`src/ple_pkg.sv`:
```
// shared types and constants for the positional list engine
// depends on nothing; used by ple_cell and positional_list_engine_top
package ple_pkg;

    localparam int CAPACITY = 32;
    localparam int DATA_W   = 32;
    localparam int POS_W    = 6;
    localparam int IDX_W    = (CAPACITY > 2) ? $clog2(CAPACITY) : 1;
    localparam int CNT_W    = $clog2(CAPACITY + 1);
    localparam int CMP_W    = ((CNT_W > POS_W) ? CNT_W : POS_W) + 1;

    typedef enum logic [2:0] {
        MODE_INS_FRONT = 3'd0,
        MODE_INS_BACK  = 3'd1,
        MODE_INS_POS   = 3'd2,
        MODE_DEL_FRONT = 3'd3,
        MODE_DEL_BACK  = 3'd4,
        MODE_DEL_POS   = 3'd5,
        MODE_READ      = 3'd6
    } mode_t;

    typedef enum logic [1:0] {
        ST_OK     = 2'd0,
        ST_EMPTY  = 2'd1,
        ST_FULL   = 2'd2,
        ST_BADPOS = 2'd3
    } status_t;

    typedef enum logic [1:0] {
        CELL_HOLD,
        CELL_INSERT,
        CELL_DELETE,
        CELL_ROTATE
    } cell_op_t;

    typedef enum logic {
        S_IDLE,
        S_READ
    } state_t;

    // command broadcast to every cell of the chain
    typedef struct packed {
        cell_op_t                  op;
        logic [IDX_W-1:0]          target;
        logic signed [DATA_W-1:0]  value;
    } cell_ctrl_t;

    // contents of one cell as seen by its neighbors
    typedef struct packed {
        logic                      valid;
        logic signed [DATA_W-1:0]  data;
    } cell_data_t;

endpackage

```
`src/ple_cell.sv`:
```
// one storage cell of the list chain: holds one element in list order
// depends on ple_pkg (cell_ctrl_t, cell_data_t, cell_op_t)
module ple_cell (
    input  logic                         clk,
    input  logic                         rst_n,
    input  logic [ple_pkg::IDX_W-1:0]    cell_idx,
    input  ple_pkg::cell_ctrl_t          ctrl,
    input  ple_pkg::cell_data_t          left,
    input  ple_pkg::cell_data_t          right,
    input  logic signed [ple_pkg::DATA_W-1:0] wrap,
    output ple_pkg::cell_data_t          q
);

    logic                               valid_reg;
    logic                               valid_next;
    logic signed [ple_pkg::DATA_W-1:0]  data_reg;
    logic signed [ple_pkg::DATA_W-1:0]  data_next;

    always_comb
    begin
        valid_next = valid_reg;
        data_next  = data_reg;
        case (ctrl.op)
            ple_pkg::CELL_INSERT:
            begin
                if (cell_idx == ctrl.target)
                begin
                    valid_next = 1'b1;
                    data_next  = ctrl.value;
                end
                else if (cell_idx > ctrl.target)
                begin
                    valid_next = left.valid;
                    data_next  = left.data;
                end
            end
            ple_pkg::CELL_DELETE:
            begin
                if (cell_idx >= ctrl.target)
                begin
                    valid_next = right.valid;
                    data_next  = right.data;
                end
            end
            ple_pkg::CELL_ROTATE:
            begin
                // tail cell takes the head value, others take their right neighbor
                if (valid_reg)
                    data_next = right.valid ? right.data : wrap;
            end
            default:
            begin
                valid_next = valid_reg;
            end
        endcase
    end

    always_ff @(posedge clk or negedge rst_n)
    begin
        if (!rst_n)
            valid_reg <= 1'b0;
        else
            valid_reg <= valid_next;
    end

    always_ff @(posedge clk)
    begin
        data_reg <= data_next;
    end

    assign q.valid = valid_reg;
    assign q.data  = data_reg;

endmodule

```
`src/positional_list_engine_top.sv`:
```
// top level of the positional list engine: command decode, read-out sequencer
// depends on ple_pkg and ple_cell
//
// Bounded ordered list of up to ple_pkg::CAPACITY signed 32-bit elements. A command
// beat is taken when start is high and busy is low. Every update (insert or delete
// at front, back or a 1-based position) answers with exactly one result beat, with
// result_strobe high, on the cycle right after the accepting edge; busy stays low so
// a new command can be taken every cycle. A read-out of a list of n elements raises
// busy until it is done and gives n result beats on consecutive cycles, each the head
// of the chain registered during the read state, the last one marked by last; an empty
// list gives one empty status beat on the cycle after the accepting edge instead.
// During a read-out the chain rotates one element past the head per cycle. The
// receiver cannot stall: each result beat is on the ports for one cycle only. Mode
// seven is ignored and gives no beat.
module positional_list_engine_top (
    input  logic                                  clk,
    input  logic                                  rst_n,
    input  logic                                  start,
    output logic                                  busy,
    input  logic [2:0]                            mode,
    input  logic signed [ple_pkg::DATA_W-1:0]     value,
    input  logic [ple_pkg::POS_W-1:0]             position,
    output logic                                  result_strobe,
    output logic signed [ple_pkg::DATA_W-1:0]     element,
    output logic [1:0]                            status,
    output logic                                  last
);

    // control state
    ple_pkg::state_t                    state_reg;
    ple_pkg::state_t                    state_next;
    logic [ple_pkg::CNT_W-1:0]          count_reg;
    logic [ple_pkg::CNT_W-1:0]          count_next;
    logic [ple_pkg::CNT_W-1:0]          rd_left_reg;
    logic [ple_pkg::CNT_W-1:0]          rd_left_next;

    // result register
    logic                               strobe_reg;
    logic                               strobe_next;
    logic signed [ple_pkg::DATA_W-1:0]  element_reg;
    logic signed [ple_pkg::DATA_W-1:0]  element_next;
    ple_pkg::status_t                   status_reg;
    ple_pkg::status_t                   status_next;
    logic                               last_reg;
    logic                               last_next;

    // chain
    ple_pkg::cell_ctrl_t                cell_ctrl;
    ple_pkg::cell_data_t                cell_q [ple_pkg::CAPACITY];

    // decode helpers
    logic                               accept;
    logic                               full;
    logic                               empty;
    logic [ple_pkg::CMP_W-1:0]          pos_ext;
    logic [ple_pkg::CMP_W-1:0]          cnt_ext;
    logic [ple_pkg::CMP_W-1:0]          pos_m1;
    logic [ple_pkg::CMP_W-1:0]          cnt_m1;
    logic                               pos_zero;
    logic                               ins_pos_bad;
    logic                               del_pos_bad;

    assign busy    = (state_reg == ple_pkg::S_READ);
    assign accept  = start && !busy;
    assign full    = (count_reg == ple_pkg::CNT_W'(ple_pkg::CAPACITY));
    assign empty   = (count_reg == '0);
    assign pos_ext = ple_pkg::CMP_W'(position);
    assign cnt_ext = ple_pkg::CMP_W'(count_reg);
    assign pos_m1  = pos_ext - ple_pkg::CMP_W'(1);
    assign cnt_m1  = cnt_ext - ple_pkg::CMP_W'(1);
    assign pos_zero    = (position == '0);
    // insert accepts positions 1 .. count+1, delete 1 .. count
    assign ins_pos_bad = pos_zero || (pos_ext > cnt_ext + ple_pkg::CMP_W'(1));
    assign del_pos_bad = pos_zero || (pos_ext > cnt_ext);

    // next state of the read-out sequencer
    always_comb
    begin
        state_next   = state_reg;
        rd_left_next = rd_left_reg;
        case (state_reg)
            ple_pkg::S_IDLE:
            begin
                if (accept && (mode == ple_pkg::MODE_READ) && !empty)
                begin
                    state_next   = ple_pkg::S_READ;
                    rd_left_next = count_reg;
                end
            end
            ple_pkg::S_READ:
            begin
                rd_left_next = rd_left_reg - ple_pkg::CNT_W'(1);
                if (rd_left_reg == ple_pkg::CNT_W'(1))
                    state_next = ple_pkg::S_IDLE;
            end
            default:
            begin
                state_next = ple_pkg::S_IDLE;
            end
        endcase
    end

    // chain command, element count and result beat
    always_comb
    begin
        cell_ctrl.op     = ple_pkg::CELL_HOLD;
        cell_ctrl.target = '0;
        cell_ctrl.value  = value;
        count_next       = count_reg;
        strobe_next      = 1'b0;
        element_next     = '0;
        status_next      = ple_pkg::ST_OK;
        last_next        = 1'b1;
        case (state_reg)
            ple_pkg::S_IDLE:
            begin
                if (accept)
                begin
                    strobe_next = 1'b1;
                    case (ple_pkg::mode_t'(mode))
                        ple_pkg::MODE_INS_FRONT:
                        begin
                            if (full)
                                status_next = ple_pkg::ST_FULL;
                            else
                            begin
                                cell_ctrl.op = ple_pkg::CELL_INSERT;
                                count_next   = count_reg + ple_pkg::CNT_W'(1);
                            end
                        end
                        ple_pkg::MODE_INS_BACK:
                        begin
                            if (full)
                                status_next = ple_pkg::ST_FULL;
                            else
                            begin
                                cell_ctrl.op     = ple_pkg::CELL_INSERT;
                                cell_ctrl.target = cnt_ext[ple_pkg::IDX_W-1:0];
                                count_next       = count_reg + ple_pkg::CNT_W'(1);
                            end
                        end
                        ple_pkg::MODE_INS_POS:
                        begin
                            if (ins_pos_bad)
                                status_next = ple_pkg::ST_BADPOS;
                            else if (full)
                                status_next = ple_pkg::ST_FULL;
                            else
                            begin
                                cell_ctrl.op     = ple_pkg::CELL_INSERT;
                                cell_ctrl.target = pos_m1[ple_pkg::IDX_W-1:0];
                                count_next       = count_reg + ple_pkg::CNT_W'(1);
                            end
                        end
                        ple_pkg::MODE_DEL_FRONT:
                        begin
                            if (empty)
                                status_next = ple_pkg::ST_EMPTY;
                            else
                            begin
                                cell_ctrl.op = ple_pkg::CELL_DELETE;
                                count_next   = count_reg - ple_pkg::CNT_W'(1);
                            end
                        end
                        ple_pkg::MODE_DEL_BACK:
                        begin
                            if (empty)
                                status_next = ple_pkg::ST_EMPTY;
                            else
                            begin
                                cell_ctrl.op     = ple_pkg::CELL_DELETE;
                                cell_ctrl.target = cnt_m1[ple_pkg::IDX_W-1:0];
                                count_next       = count_reg - ple_pkg::CNT_W'(1);
                            end
                        end
                        ple_pkg::MODE_DEL_POS:
                        begin
                            if (empty)
                                status_next = ple_pkg::ST_EMPTY;
                            else if (del_pos_bad)
                                status_next = ple_pkg::ST_BADPOS;
                            else
                            begin
                                cell_ctrl.op     = ple_pkg::CELL_DELETE;
                                cell_ctrl.target = pos_m1[ple_pkg::IDX_W-1:0];
                                count_next       = count_reg - ple_pkg::CNT_W'(1);
                            end
                        end
                        ple_pkg::MODE_READ:
                        begin
                            // a non-empty list answers from the read state instead
                            if (empty)
                                status_next = ple_pkg::ST_EMPTY;
                            else
                                strobe_next = 1'b0;
                        end
                        default:
                        begin
                            // reserved mode: no beat
                            strobe_next = 1'b0;
                        end
                    endcase
                end
            end
            ple_pkg::S_READ:
            begin
                // head goes out, chain rotates so the next element reaches the head
                cell_ctrl.op = ple_pkg::CELL_ROTATE;
                strobe_next  = 1'b1;
                element_next = cell_q[0].data;
                last_next    = (rd_left_reg == ple_pkg::CNT_W'(1));
            end
            default:
            begin
                strobe_next = 1'b0;
            end
        endcase
    end

    always_ff @(posedge clk or negedge rst_n)
    begin
        if (!rst_n)
        begin
            state_reg   <= ple_pkg::S_IDLE;
            count_reg   <= '0;
            rd_left_reg <= '0;
            strobe_reg  <= 1'b0;
        end
        else
        begin
            state_reg   <= state_next;
            count_reg   <= count_next;
            rd_left_reg <= rd_left_next;
            strobe_reg  <= strobe_next;
        end
    end

    always_ff @(posedge clk)
    begin
        element_reg <= element_next;
        status_reg  <= status_next;
        last_reg    <= last_next;
    end

    // row of cells, cell 0 is the head of the list
    genvar g;
    generate
        for (g = 0; g < ple_pkg::CAPACITY; g++)
        begin : g_cell
            ple_pkg::cell_data_t left_d;
            ple_pkg::cell_data_t right_d;

            if (g == 0)
            begin : g_first
                assign left_d = '0;
            end
            else
            begin : g_mid_l
                assign left_d = cell_q[g-1];
            end

            if (g == ple_pkg::CAPACITY - 1)
            begin : g_last
                assign right_d = '0;
            end
            else
            begin : g_mid_r
                assign right_d = cell_q[g+1];
            end

            ple_cell u_cell (
                .clk      (clk),
                .rst_n    (rst_n),
                .cell_idx (ple_pkg::IDX_W'(g)),
                .ctrl     (cell_ctrl),
                .left     (left_d),
                .right    (right_d),
                .wrap     (cell_q[0].data),
                .q        (cell_q[g])
            );
        end
    endgenerate

    assign result_strobe = strobe_reg;
    assign element       = element_reg;
    assign status        = status_reg;
    assign last          = last_reg;

endmodule
```
`config.mk`:
```
export PLATFORM = sky130hd
export DESIGN_NAME = positional_list_engine_top
export DESIGN_NICKNAME = d
export VERILOG_FILES = /design/src/ple_pkg.sv /design/src/ple_cell.sv /design/src/positional_list_engine_top.sv
export SDC_FILE = /design/constraint.sdc
export NUM_CORES = 2
export LEC_CHECK = 0
export ABC_CLOCK_PERIOD_IN_PS = 5700
export BUFFER_PORTS_ARGS = -buffer_cell sky130_fd_sc_hd__clkbuf_2
export CAP_MARGIN = 20
export CORE_UTILIZATION = 58
export DETAILED_ROUTE_END_ITERATION = 8
export HOLD_SLACK_MARGIN = 0.06
export PLACE_DENSITY = 0.85
export RECOVER_POWER = 50
export SETUP_SLACK_MARGIN = 0.5
export SLEW_MARGIN = 0
export SYNTH_ARGS = -nofsm -noshare
export SYNTH_HDL_FRONTEND = slang
export SYNTH_SLANG_ARGS = --single-unit
```
`constraint.sdc`:
```
create_clock -name clk -period 5.7 [get_ports clk]
set_input_delay 1.14 -clock clk [delete_from_list [all_inputs] [get_ports clk]]
set_output_delay 1.14 -clock clk [all_outputs]
set_load 0.1 [all_outputs]
```
# Yosys cells after proc, flatten, opt, wreduce, memory -nomap -nowiden
# Index checks and enable logic that the tools add are counted.
# classes
n_shift	0
n_addsub	6
mul	0
div	0
n_eq_ne	143
n_bitwise	2
n_lt_le_gt_ge	66
mux	353
reduce_logical	84
# op_table
operator	n
2-to-1 mux 32 bit	159
one-hot mux 32 bit (3 select lines)	32
inequality test 2 x 1 -> 1 bit, second input constant	64
AND reduction 4 bit	31
2-to-1 mux 1 bit	102
inequality test 3 x 1 -> 1 bit, second input constant	32
AND reduction 3 bit	32
== test 5 bit, first input constant	16
greater-or-equal comparator 5 bit, first input constant	16
> comparator 5 bit, first input constant	16
one-hot mux 1 bit (2 select lines)	35
2-to-1 mux 6 bit	8
== test 4 x 5 -> 1 bit, first input constant	8
greater-or-equal comparator 4 x 5 -> 1 bit, first input constant	8
> comparator 4 x 5 -> 1 bit, first input constant	8
2-to-1 mux 7 bit	5
one-hot mux 6 bit (4 select lines)	1
== test 3 x 5 -> 1 bit, first input constant	4
greater-or-equal comparator 3 x 5 -> 1 bit, first input constant	4
> comparator 3 x 5 -> 1 bit, first input constant	4
one-hot mux 5 bit (4 select lines)	1
zero test 6 bit	2
one-hot mux 2 bit (6 select lines)	1
one-hot mux 6 bit (2 select lines)	1
other kinds (38)	64
# totals
ramBits	0
memories	0
ff_bits	1105
input_bits	44
output_inout_bits	37
elab_cells	725
rom_bits	0
latchBits	0

# Logic depth before layout (Yosys ltp)
# logic_depth
word_depth	11
depth_mapped	20
depth_no_buf	18

# Hierarchy
# A second synthesis with hierarchy kept.
# hier_totals
hier_cells	6878
hier_area_um2	75222.1
# by_module_without_submodules
module	cells_per_inst	instances	seq_area_each_um2	area_per_inst_um2
ple_cell (g_cell[1].u_cell ...)	206	21	985.9	2270.9
ple_cell (g_cell[0].u_cell ...)	206	11	985.9	2263.4
positional_list_engine_top	286	1	1051.0	2635.0

# Least setup slack after synthesis
# Ideal clock, no wire load.
# synth_timing
path_type	input to register
startpoint	in position[5] (netlist name)
endpoint	reg g_cell[10].u_cell.data_reg[0] (netlist name) (enable)
path_buffers	2
setup_time_ns	0.474
t_required_ns	5.226
arrival_time_ns	6.045
setup_slack_ns	-0.819
path_stages	14
cell_sequence	ha_1 nand4_1 o21bai_1 a21oi_1 o21ai_0 inv_1 o22ai_1 a31o_2 ha_1 clkbuf_1 nor2_1 clkbuf_1 nor2_1 a221oi_1
# synth_via
elab_chain_cells	10
# synth_rtl
item	line	text
start: declaration	positional_list_engine_top.sv:22	input logic [ple_pkg::POS_W-1:0] position,
> comparator 6 bit / zero test 6 bit (equally long branches)	positional_list_engine_top.sv:74, positional_list_engine_top.sv:71	
logical OR 1 bit	positional_list_engine_top.sv:74	assign del_pos_bad = pos_zero || (pos_ext > cnt_ext);
2-to-1 mux 7 bit	positional_list_engine_top.sv:180	else if (del_pos_bad)
2-to-1 mux 7 bit	positional_list_engine_top.sv:178	if (empty)
one-hot mux 5 bit (4 select lines) / one-hot mux 2 bit (6 select lines) (equally long branches)	positional_list_engine_top.sv:120	case (ple_pkg::mode_t'(mode))
2-to-1 mux 7 bit *	positional_list_engine_top.sv:117	if (accept)
2-to-1 mux 5 bit / one-hot mux 2 bit (2 select lines) (equally long branches)	positional_list_engine_top.sv:114	case (state_reg)
> comparator 4 x 5 -> 1 bit (tied with other cells)	ple_cell.sv:31	else if (cell_idx > ctrl.target)
inequality test 3 x 1 -> 1 bit (no source line) (tied with other cells)	--	
AND reduction 4 bit (no source line) *	--	
end signal: assignment	ple_cell.sv:68	data_reg <= data_next;
end: declaration	ple_cell.sv:16	logic signed [ple_pkg::DATA_W-1:0] data_reg;
# Every way passes the cells marked *; elsewhere a longest branch is shown, timed or not.
# A chain may end at the register's enable or synchronous reset.

# Final worst setup path
# layout_timing
startpoint	reg count_reg[0] (netlist name)
endpoint	reg g_cell[19].u_cell.data_reg[16] (netlist name), data pin
# layout_rtl
item	line	text
start: declaration	positional_list_engine_top.sv:32	logic [ple_pkg::CNT_W-1:0] count_reg;
start signal: assignment	positional_list_engine_top.sv:232	count_reg <= count_next;
subtractor 5 x 1 -> 5 bit	positional_list_engine_top.sv:70	assign cnt_m1 = cnt_ext - ple_pkg::CMP_W'(1);
named net cnt_m1, one bit	positional_list_engine_top.sv:58	logic [ple_pkg::CMP_W-1:0] cnt_m1;
2-to-1 mux 7 bit	positional_list_engine_top.sv:167	if (empty)
one-hot mux 5 bit (4 select lines)	positional_list_engine_top.sv:120	
2-to-1 mux 7 bit	positional_list_engine_top.sv:117	
2-to-1 mux 5 bit	positional_list_engine_top.sv:114	
== test 5 bit	ple_cell.sv:26	if (cell_idx == ctrl.target)
2-to-1 mux 32 bit	ple_cell.sv:26	
one-hot mux 32 bit (3 select lines)	ple_cell.sv:23	case (ctrl.op)
named net g_cell[19].u_cell.data_next, one bit	ple_cell.sv:17	logic signed [ple_pkg::DATA_W-1:0] data_next;
end signal: assignment	ple_cell.sv:68	
end: declaration	ple_cell.sv:16	
# The timed path passes the listed nets, and every way through them passes these cells.

==> results.cfg <==
[run_status]
status = complete, but fails checks
violations = design-rule violations, max-capacitance violations, max-slew violations

[yosys]
avgSynthCellArea_um2 = 9.98
synth_top_area_cell = edfxtp_1
synth_edf_count = 1024
synth_simple_gate_area_frac = 0.143
yosysMostFrequentCell = edfxtp_1
ys_ff_latch = 1105
synth_ff_type = edfxtp_1
synth_seq_area_share = 0.531
synth-compound-area-share = 0.202
synthesis.area_um2 = 61400
synth-xor-area-share = 0.00257
synth_area_leaders = edfxtp_1 50%, o211ai_1 7.8%, mux2i_1 5.8%, a21oi_1 5.3%, nand3_1 5.3%
synth_common_cells = 1024 x edfxtp_1, 666 x nor2_1, 654 x a21oi_1
synth_top_family_by_area = compound AO/OA/AOI/OAI gates
syn_inst = 6152
synth-adder-area-share = 0.00583
async_reset_ff_frac = 0.0416
synth.top_cell.area_share = 0.501
yosysUniqueCellTypes = 78
synth_mux_area_frac = 0.0619
yosysWarnings = 0
synth_nets = 6224

[placed_design]
port_buffers = 80
hpwl_um = 127000
dpl_worst_slack_ps = 528
gp_congestion = 0.985

[critical_path]
critPathKind = flop to flop
cp_cell_sequence = inv_1 > nor3_1 > xnor2_1 > ha_1 > nand3_1 > o22ai_1 > a21o_1 > nand2_1 > o21ai_0 > a41o_1 > inv_1 > ha_2 > clkinv_2 > nand2_1 > clkbuf_1 > a21oi_1 > o211ai_1
critPathRequiredTime_ps = 6280
startpoint_type = flop
crit_path_end_kind = flop
cp.arrival_ps = 5910
reg2reg_depth = 17
timing.rr.start = count_reg[0]
timing.rr.end = g_cell[19].u_cell.data_reg[16]
cpMaxStageDelayCell = clkbuf_1
r2r_setup_slack_ps = 370
critPathMaxFanout = 18
critPathMaxStageDelay_ps = 740

[routing]
wl_per_cell_um = 28.6
via_count = 54895
drc_errors = 4
drtIter0Drc = 10140
via_per_inst = 7.51
wl_um = 209000
first_pass_iters = 9
ant_nets = 0

[job]
cap_violations = 4

[clock_tree]
h-tree-depth = 3
cts.clk_slew.worst_paths_ps = 60
cts.sinks = 1105
cts_tree = yes
clk_latency_ps = 750
numCtsBuffers = 113
cts_buffer_depth = 3
root_buffer = clkbuf_16

[grt]
grt_pass1_vias = 52420
track_usage = 0.380
grt_max_degree = 225
grt_pass1_wl_um = 317000
antenna_found_initial = 2
gr-total-overflow = 0

[finish]
largest_register_ffs = 1024
nNetsFinal = 5908
area_growth_pct = 8.26
drive_gt1_frac = 0.0875

[power_and_ir_drop]
vdd_ir_drop_max_mv = 0.668
seq_power_share = 0.369
p_sw_mw = 24.0
switching_share = 0.454
p_leak_nw = 23.7
p_clk_frac = 0.143
internal_power_mw = 28.9
p_per_area_nw_per_um2 = 796
pwr-share-comb = 0.488

[worst_hold_path]
hp-start = g_cell[0].u_cell.data_reg[9]
min_to = element[9]
min_path_cells = 1
min_path_type = flop to flop

[die]
fp.coreArea_um2 = 104000
start_util = 0.589
core.rowCount = 118
num_io_pins = 81
fp.dieH_um = 327
die_area_um2 = 107000
die_w_um = 327

[timing]
worst_slack_ps = 374
rsz0062_at_grt = yes
hold_violations = 0
finClkSkew_ps = 57.2
fmax_ghz = 0.188
tightest_slew_ps = 3250
layout_min_cycle_time_ps = 5330
max_slew_margin = -1.17
drv_slew = 196
setup_tns_ps = 0
finalSetupViolCount = 0
post-route-period-util = 0.934
==> per-layer routing <==
layer / up-vias / GRT usage / wire [µm] / part of all wire
met5: - / 0.00488 / 88 / 0.00042
met4: 4 / 0.171 / 11700 / 0.056
met3: 1035 / 0.124 / 36600 / 0.18
met2: 5491 / 0.562 / 88600 / 0.42
met1: 25632 / 0.511 / 71900 / 0.34
li1: 22733 / - / - / -
==> worst max-delay path by stage <==
| stage | start | endpoint | slack [ps] | cells after the start |
|---|---|---|---|---|
| 6_report | count_reg[0] | g_cell[19].u_cell.data_reg[16] | 370 | 17 |
| 5_1_grt | count_reg[0] | g_cell[22].u_cell.data_reg[26] | 230 | 17 |
| 4_1_cts | count_reg[0] | g_cell[27].u_cell.data_reg[27] | 750 | 16 |
| 3_5_place_dp | position[4] | g_cell[27].u_cell.data_reg[2] | 530 | 14 |
| 3_3_place_gp | position[4] | g_cell[27].u_cell.data_reg[11] | 470 | 15 |
| 2_1_floorplan | position[5] | g_cell[8].u_cell.data_reg[0] | 540 | 15 |
==> kinds of logic after synthesis <==
family,count (synthesis)
simple gates,2016
compound gates,1821
flops,1105
buf+inv,787
mux,377
fa+ha+maj,28
xor+xnor,18
==> timing repair <==
action / CTS / global route
resized for setup: 0 / 7
hold buffers: 0 / 0
endpoints found under the setup margin: 0 / 201
buffers inserted: 0 / 0
==> placed cells by master (no fill, tap or decap), types with 25 or more instances in the layout <==
cell type | synthesis | routed
nand3_1 | 653 | 653
clkbuf_2 | 0 | 64
nand2_1 | 577 | 555
o211ai_1 | 641 | 641
buf_12 | 2 | 33
clkbuf_16 | 0 | 116
clkbuf_1 | 530 | 80
nand2_2 | 3 | 25
dfxtp_1 | 35 | 35
edfxtp_1 | 1024 | 1024
a21oi_1 | 654 | 654
inv_1 | 38 | 38
dfrtp_1 | 46 | 46
nor2_1 | 666 | 665
o221ai_1 | 353 | 353
ha_1 | 27 | 25
and2_0 | 0 | 25
o21ai_0 | 65 | 65
mux2i_1 | 358 | 358
buf_4 | 22 | 163
==> metrics by stage <==
stage	total power [mW]	instances	area [µm²]	hold WS [ps]	utilization
after floorplan	35.7	6152	61700	476	-
after global placement	42.8	7101	63000	486	0.605
after detailed placement	44.1	7101	63000	503	0.605
after CTS	51.8	7311	66700	510	0.640
after global routing	54.9	7312	66400	525	0.637
final	52.9	7312	66400	509	0.637
==> critical path, delay by kind of cell, from the launching register on <==
| kind | cells | cell delay, ps |
|---|---|---|
| AO/OA/AOI/OAI | 6 | 1120 |
| XOR/XNOR | 1 | 230 |
| buffers and inverters | 4 | 1540 |
| adder cells (fa/ha/maj) | 2 | 700 |
| flip-flops | 1 | 620 |
| AND/OR/NAND/NOR | 4 | 970 |
==> power groups by stage <==
stage	sequential (mW)	combinational, mW	clock (mW)
floorplan	19.1	16.6	0
global placement	19.2	23.7	0
detailed placement	19.4	24.7	0
CTS	19.3	25.0	7.55
global route	19.9	27.2	7.84
finish	19.5	25.8	7.57
==> final cells by class <==
type	instances	area (µm²)
fillers	7787	37800
inverters	40	151
well taps	1380	1730
clock inverters	54	573
diodes	1	2.50
multi-input cells	4260	25800
clock buffers	156	3120
flip-flops and latches	1105	32600
repair buffers	316	2470
(Power assumes the default switching activity.)
